## src/hw/rtl/resp_pkg.sv

```systemverilog
// ----------------------------------------------------------------------------
// resp_pkg: shared types and constants of the encoder servo setpoint core
// Transaction payloads, configuration set, tracked state and code values.
// ----------------------------------------------------------------------------
package resp_pkg;

  localparam int unsigned CfgIdxW  = 3;
  localparam int unsigned CfgDataW = 12;
  localparam int unsigned QuietW   = 4;
  localparam int unsigned PwW      = 12;
  localparam int unsigned StepW    = 10;
  localparam int unsigned EvW      = 3;

  typedef enum logic [CfgIdxW-1:0] {
    CfgSettle    = 3'd0,
    CfgStep      = 3'd1,
    CfgLowLimit  = 3'd2,
    CfgHighLimit = 3'd3,
    CfgInitWidth = 3'd4
  } cfg_idx_e;

  localparam logic [EvW-1:0] EvNone     = 3'd0;
  localparam logic [EvW-1:0] EvLeft     = 3'd1;
  localparam logic [EvW-1:0] EvRight    = 3'd2;
  localparam logic [EvW-1:0] EvLeftLim  = 3'd3;
  localparam logic [EvW-1:0] EvRightLim = 3'd4;
  localparam logic [EvW-1:0] EvError    = 3'd5;
  localparam logic [EvW-1:0] EvHalted   = 3'd6;

  localparam logic [QuietW-1:0] SettleRst   = 4'd10;
  localparam logic [StepW-1:0]  StepRst     = 10'd250;
  localparam logic [PwW-1:0]    LowLimRst   = 12'd180;
  localparam logic [PwW-1:0]    HighLimRst  = 12'd2600;
  localparam logic [PwW-1:0]    InitWidth   = 12'd1000;
  localparam logic [QuietW-1:0] QuietMax    = 4'd15;
  localparam logic [PwW-1:0]    WidthMax    = 12'd4095;

  typedef struct packed {
    logic line_a;
    logic line_b;
    logic button_n;
  } in_t;

  typedef struct packed {
    logic [EvW-1:0] event_res;
    logic [PwW-1:0] width_us;
    logic           fire;
    logic           led;
  } out_t;

  typedef struct packed {
    logic [QuietW-1:0] settle_samples;
    logic [StepW-1:0]  step_size;
    logic [PwW-1:0]    low_limit;
    logic [PwW-1:0]    high_limit;
  } cfg_t;

  typedef struct packed {
    logic              last_a;
    logic              last_b;
    logic [QuietW-1:0] quiet_count;
    logic [PwW-1:0]    pulse_width;
    logic              halted;
  } state_t;

endpackage

```

## src/hw/rtl/rotary_encoder_servo_setpoint_core.sv

```systemverilog
// ----------------------------------------------------------------------------
// rotary_encoder_servo_setpoint_core: encoder knob to servo width setpoint
// Input register, single-pass decode logic and result register.
// ----------------------------------------------------------------------------
// Usage:
//   The input channel (in_valid_i / in_stall_o / in_data_i) carries one
//   sample of encoder lines A, B and the active-low button per transaction.
//   The output channel (out_valid_o / out_stall_i / out_data_o) returns one
//   result per sample: event code, pulse width, fire and led flags.
//   A result is decoded from the input register into the result register;
//   one sample is taken every cycle unless the output is stalled, and the
//   single register-to-register decode pass updates the encoder state.
//   The result register holds its transaction while out_stall_i is high;
//   an empty input register still takes one more sample, and while both
//   registers hold a transaction in_stall_o follows out_stall_i in the same cycle.
//   Reset clears both valid flags, loads the default configuration and sets
//   the width to its default of 1000 us. The user must write configuration
//   registers via cfg_we_i/cfg_idx_i/cfg_data_i only while idle (not enforced).
// ----------------------------------------------------------------------------
module rotary_encoder_servo_setpoint_core (
  input  logic                          clk_i,
  input  logic                          rst_ni,
  input  logic                          cfg_we_i,
  input  logic [resp_pkg::CfgIdxW-1:0]  cfg_idx_i,
  input  logic [resp_pkg::CfgDataW-1:0] cfg_data_i,
  input  logic                          in_valid_i,
  output logic                          in_stall_o,
  input  resp_pkg::in_t                 in_data_i,
  output logic                          out_valid_o,
  input  logic                          out_stall_i,
  output resp_pkg::out_t                out_data_o
);

  resp_pkg::cfg_t   cfg;
  resp_pkg::state_t state_q;
  resp_pkg::state_t state_d;
  resp_pkg::out_t   res;
  resp_pkg::out_t   out_q;
  resp_pkg::in_t    in_q;
  logic             in_valid_q;
  logic             out_valid_q;
  logic             advance;
  logic             step_en;

  resp_cfg_regs u_cfg (
    .clk_i      (clk_i),
    .rst_ni     (rst_ni),
    .cfg_we_i   (cfg_we_i),
    .cfg_idx_i  (cfg_idx_i),
    .cfg_data_i (cfg_data_i),
    .cfg_o      (cfg)
  );

  resp_step u_step (
    .cfg_i    (cfg),
    .state_i  (state_q),
    .sample_i (in_q),
    .state_o  (state_d),
    .res_o    (res)
  );

  assign advance    = !out_valid_q || !out_stall_i;
  assign step_en    = in_valid_q && advance;
  assign in_stall_o = in_valid_q && !advance;

  always_ff @(posedge clk_i or negedge rst_ni) begin
    if (!rst_ni) begin
      in_valid_q  <= 1'b0;
      out_valid_q <= 1'b0;
      state_q.last_a      <= 1'b1;
      state_q.last_b      <= 1'b1;
      state_q.quiet_count <= '0;
      state_q.pulse_width <= resp_pkg::InitWidth;
      state_q.halted      <= 1'b0;
    end else begin
      if (!in_stall_o) begin
        in_valid_q <= in_valid_i;
      end
      if (advance) begin
        out_valid_q <= in_valid_q;
      end
      if (step_en) begin
        state_q <= state_d;
      end
    end
  end

  always_ff @(posedge clk_i) begin
    if (in_valid_i && !in_stall_o) begin
      in_q <= in_data_i;
    end
    if (step_en) begin
      out_q <= res;
    end
  end

  assign out_valid_o = out_valid_q;
  assign out_data_o  = out_q;

endmodule

```

## src/hw/rtl/resp_cfg_regs.sv

```systemverilog
// ----------------------------------------------------------------------------
// resp_cfg_regs: configuration register bank
// Write-only registers selected by index; unknown indexes are dropped.
// ----------------------------------------------------------------------------
module resp_cfg_regs (
  input  logic                          clk_i,
  input  logic                          rst_ni,
  input  logic                          cfg_we_i,
  input  logic [resp_pkg::CfgIdxW-1:0]  cfg_idx_i,
  input  logic [resp_pkg::CfgDataW-1:0] cfg_data_i,
  output resp_pkg::cfg_t                cfg_o
);

  resp_pkg::cfg_t cfg_q;
  resp_pkg::cfg_t cfg_d;

  always_comb begin
    cfg_d = cfg_q;
    if (cfg_we_i) begin
      case (resp_pkg::cfg_idx_e'(cfg_idx_i))
        resp_pkg::CfgSettle:    cfg_d.settle_samples = cfg_data_i[resp_pkg::QuietW-1:0];
        resp_pkg::CfgStep:      cfg_d.step_size      = cfg_data_i[resp_pkg::StepW-1:0];
        resp_pkg::CfgLowLimit:  cfg_d.low_limit      = cfg_data_i[resp_pkg::PwW-1:0];
        resp_pkg::CfgHighLimit: cfg_d.high_limit     = cfg_data_i[resp_pkg::PwW-1:0];
        // reset always restores the default width, so this write has no effect
        resp_pkg::CfgInitWidth: cfg_d = cfg_q;
        default:                cfg_d = cfg_q;
      endcase
    end
  end

  always_ff @(posedge clk_i or negedge rst_ni) begin
    if (!rst_ni) begin
      cfg_q.settle_samples <= resp_pkg::SettleRst;
      cfg_q.step_size      <= resp_pkg::StepRst;
      cfg_q.low_limit      <= resp_pkg::LowLimRst;
      cfg_q.high_limit     <= resp_pkg::HighLimRst;
    end else begin
      cfg_q <= cfg_d;
    end
  end

  assign cfg_o = cfg_q;

endmodule

```

## src/hw/rtl/resp_step.sv

```systemverilog
// ----------------------------------------------------------------------------
// resp_step: per-sample decode logic
// Halt on button press, debounce, detent decode, limit check and saturating width update.
// ----------------------------------------------------------------------------
module resp_step (
  input  resp_pkg::cfg_t   cfg_i,
  input  resp_pkg::state_t state_i,
  input  resp_pkg::in_t    sample_i,
  output resp_pkg::state_t state_o,
  output resp_pkg::out_t   res_o
);

  logic [resp_pkg::QuietW-1:0] quiet;
  logic                        changed;
  logic                        settling;
  logic [resp_pkg::PwW:0]      sum;
  logic [resp_pkg::PwW-1:0]    step_ext;

  always_comb begin
    state_o        = state_i;
    res_o.event_res = resp_pkg::EvNone;
    res_o.fire     = 1'b0;
    res_o.led      = 1'b0;
    step_ext       = {{(resp_pkg::PwW-resp_pkg::StepW){1'b0}}, cfg_i.step_size};
    sum            = {1'b0, state_i.pulse_width} + {1'b0, step_ext};
    quiet          = (state_i.quiet_count < resp_pkg::QuietMax) ?
                     state_i.quiet_count + 1'b1 : state_i.quiet_count;
    changed        = (sample_i.line_a != state_i.last_a) ||
                     (sample_i.line_b != state_i.last_b);
    settling       = changed && (quiet < cfg_i.settle_samples);

    if (state_i.halted) begin
      res_o.event_res = resp_pkg::EvHalted;
    end else if (!sample_i.button_n) begin
      state_o.halted  = 1'b1;
      res_o.event_res = resp_pkg::EvHalted;
      res_o.led       = 1'b1;
    end else if (settling) begin
      state_o.quiet_count = '0;
    end else begin
      state_o.quiet_count = quiet;
      if (changed && sample_i.line_a && sample_i.line_b) begin
        state_o.quiet_count = '0;
        if (state_i.last_a && !state_i.last_b) begin
          if (state_i.pulse_width < cfg_i.low_limit) begin
            res_o.event_res = resp_pkg::EvLeftLim;
          end else begin
            res_o.event_res     = resp_pkg::EvLeft;
            res_o.fire          = 1'b1;
            state_o.pulse_width = (state_i.pulse_width >= step_ext) ?
                                  state_i.pulse_width - step_ext : '0;
          end
        end else if (!state_i.last_a && state_i.last_b) begin
          if (state_i.pulse_width > cfg_i.high_limit) begin
            res_o.event_res = resp_pkg::EvRightLim;
          end else begin
            res_o.event_res     = resp_pkg::EvRight;
            res_o.fire          = 1'b1;
            state_o.pulse_width = sum[resp_pkg::PwW] ? resp_pkg::WidthMax :
                                  sum[resp_pkg::PwW-1:0];
          end
        end else begin
          res_o.event_res = resp_pkg::EvError;
        end
      end
      state_o.last_a = sample_i.line_a;
      state_o.last_b = sample_i.line_b;
    end
    res_o.width_us = state_o.pulse_width;
  end

endmodule

```

## config.mk

```make
export PLATFORM = sky130hd
export DESIGN_NAME = rotary_encoder_servo_setpoint_core
export DESIGN_NICKNAME = d
export VERILOG_FILES = /design/src/hw/rtl/resp_pkg.sv /design/src/hw/rtl/rotary_encoder_servo_setpoint_core.sv /design/src/hw/rtl/resp_cfg_regs.sv /design/src/hw/rtl/resp_step.sv
export SDC_FILE = /design/constraint.sdc
export NUM_CORES = 1
export LEC_CHECK = 0
export ABC_AREA = 0
export BUFFER_PORTS_ARGS = -buffer_cell sky130_fd_sc_hd__buf_2
export CAP_MARGIN = 20
export CORE_AREA = 10 10 156 86
export CTS_CLUSTER_DIAMETER = 50
export DETAILED_ROUTE_END_ITERATION = 10
export DIE_AREA = 0 0 166 96
export MAX_ROUTING_LAYER = met4
export PLACE_DENSITY = 0.68
export SYNTH_ARGS = -nofsm -noshare
export SYNTH_HDL_FRONTEND = slang
export SYNTH_SLANG_ARGS = --single-unit
```

## constraint.sdc

```tcl
create_clock -name clk_i -period 3.35 [get_ports clk_i]
set_input_delay 0.67 -clock clk_i [delete_from_list [all_inputs] [get_ports clk_i]]
set_output_delay 0.67 -clock clk_i [all_outputs]
set_load 0.03 [all_outputs]
```

==> flow_summary.yaml <==
status:
  run_status: "complete, no violations"
sta:
  finalHoldViolations: 0
  drv_slew: 0
  layout_worst_path_cycle_share_pct: 95.0
  fmax_mhz: 314
  worstMarginPinSlew_ps: 718
  finalCriticalPeriod_ps: 3180
  relSlewSlack_pct: 52.0
  finalSetupTns_ps: 0
  setup_violations: 0
  rsz0062_at_grt: "false"
  finClkSkew_ps: 4.65
layout:
  fill_cells: 947
  final_cell_mix: "67 x nand2_1, 51 x inv_1, 47 x ha_1, 45 x o21ai_0, 41 x buf_2"
  antenna_cells: 0
  num-nets-final: 680
  final_core_util_pct: 56.1
  stdcell_area_um2: 6000
  drive_above_1_share_pct: 22.7
  multiInputGateArea_um2: 2900
  area_delta_synth_final_pct: 14.4
  final_common_cell: "nand2_1"
  regArea_um2: 2110
placed_design:
  dp_hpwl_um: 11700
  numPortBuffers: 41
  place_congestion: 0.990
  postPlaceCellArea_um2: 5680
routing:
  firstDrtPassIters: 5
  wl_per_cell_um: 19.5
  via_per_inst: 5.81
  totalWireLength_um: 14800
  drc: 0
  num_vias: 4403
  antenna_left: 0
  drt-initial-drc-count: 483
logic_synthesis:
  syn-num-nets: 626
  synth.area.top_cells: "dfrtp_1 17%, dfstp_2 12%, edfxtp_1 11%"
  synth_warnings: 0
  ys_dominant_reg_cell: "dfrtp_1"
  yosysTopAreaCell: "dfrtp_1"
  syn_inst: 554
  synth-seq-area-share_pct: 40.1
  synth.avg_cell_area_um2: 9.48
  ys_types: 76
  yosys.area.top_type_share_pct: 16.7
  ys_seq_elements: 79
  async_flop_share_pct: 74.7
  synth_edf_count: 20
  syn_area_um2: 5250
clock_tree:
  cts_sinks: 79
  cts_tree: "built"
  clk_pin_slew_ps: 60
  clock_path_buffers: 2
  clk_latency_ps: 340
  cts-root-buf: "clkbuf_16"
  h-tree-depth: 3
  postCtsHoldBufs: 0
  numCtsBuffers: 9
setup_path:
  cp.arrival_ps: 3260
  cp_cell_sequence: "inv_1 > ha_1 > nor2b_1 > o21bai_1 > a31oi_1 > o31a_1 > and2_1 > a211oi_1 > o21ai_0"
  worst_ep_required_time_ps: 3420
  critPathMaxFanout: 11
  crit_family: "compound AO/OA/AOI/OAI gates"
  slowest_stage: "dfstp_2"
  start_kind: "flop"
  path_buf_inv: 1
  endpoint_kind: "flop"
  critPathKind: "flop to flop"
  max_stage_delay_ps: 540
grt:
  overflow: 0
  antenna_found_initial: 0
  grt_pass1_wl_um: 24100
  grt_max_degree: 24
  track_usage_pct: 19.5
  grt_pass1_vias: 4346
pwr:
  p_leak_uw: 0.00267
  power_density_nw_per_um2: 482
  ir_drop_v: 0.000258
floorplanning:
  rows: 27
  die_y_um: 96
  die_area_um2: 15900
  start_util_pct: 49.0
  pin_count: 42
  die_x_um: 166
  core_um2: 10700
min_path:
  hp-class: "primary input to async pin"
run:
  maxCapViolCount: 0
-- layout make-up --
class	count	area share, %
timing repair buffer	59	5.67
sequential	79	35.1
tap	145	3.02
inverter	51	3.19
clock buffer	9	3.75
multi-input combinational	408	48.2
clock inverter	7	1.06
-- path summary, 6_finish.rpt --
path / start / end / slack, ps / depth (start not counted)
min in group clk_i: in_valid_q / out_valid_o / 500 / 1
max: u_cfg.cfg_o[28] / out_data_o[5] / 170 / 9
max in group asynchronous: rst_ni / u_cfg.cfg_o[9] / 2310 / 2
min: rst_ni / u_cfg.cfg_o[13] / 290 / 1
min reg2reg: in_valid_q / out_valid_o / 500 / 1
max reg2reg: u_cfg.cfg_o[28] / out_data_o[5] / 170 / 9
-- where the power goes --
group | switching (µW) | internal, µW | total, µW
Combinational | 456 | 269 | 725
Clock | 394 | 570 | 964
Sequential | 64.6 | 1140 | 1210
-- registers in the layout (all words and copies together), names as in the netlist --
signal and cells:
u_cfg.cfg_o 38, in_valid_q 1, out_valid_o 1, state_q 19, in_q 3, out_data_o 17
-- per-layer routing --
metal,track usage [%],up-vias,share of wire (%)
met5,-,-,0
met1,27.7,2092,50
met3,4.68,17,8.9
met4,4.11,0,1.2
li1,-,2103,-
met2,27.2,191,40
-- cell families after synthesis --
kind of cell               after synthesis  share of synthesized area, %
AOI/OAI and AO/OA                      150                          20.7
adders and majority gates               49                          12.0
muxes                                   20                          4.24
and+or+nand+nor                        186                          17.2
buffers and inverters                   67                          5.22
xor gates and xnor gates                 3                         0.501
DFF                                     79                          40.1
-- through the flow --
stage / hold WS (ps) / instances / setup WS [ps] / power (µW)
finish: 288 / 758 / 167 / 2900
global route: 324 / 758 / 6.82 / 3050
CTS: 306 / 757 / 55.7 / 2890
detailed placement: 489 / 741 / 11.4 / 1920
global placement: 471 / 741 / 164 / 1890
floorplan: 374 / 554 / 467 / 1700
-- timing repair --
action | CTS | global route
setup buffers | 0 | 1
gates resized for setup | 1 | 6
setup endpoints to repair | 2 | 30
pin swaps | 0 | 2
hold endpoints to repair | 0 | 0
-- synth_stat cells, types with 4 or more instances --
cell type	count
a211oi_1	7
o21ai_0	45
a31oi_1	5
o2111ai_1	4
nor2b_1	10
buf_2	6
a21o_1	4
nand2_1	68
nor2_1	30
clkbuf_1	5
buf_4	4
inv_1	51
edfxtp_1	20
nand4_1	5
and2_1	6
nor3_1	13
a21oi_1	17
nand3_1	16
dfstp_2	24
o22ai_1	4
and3_1	5
nand2b_1	10
ha_1	47
mux2_2	18
o21a_1	5
o211ai_1	6
or2_2	6
dfrtp_1	35
a22o_1	5
Note: power is estimated with default switching activity, not from simulation.
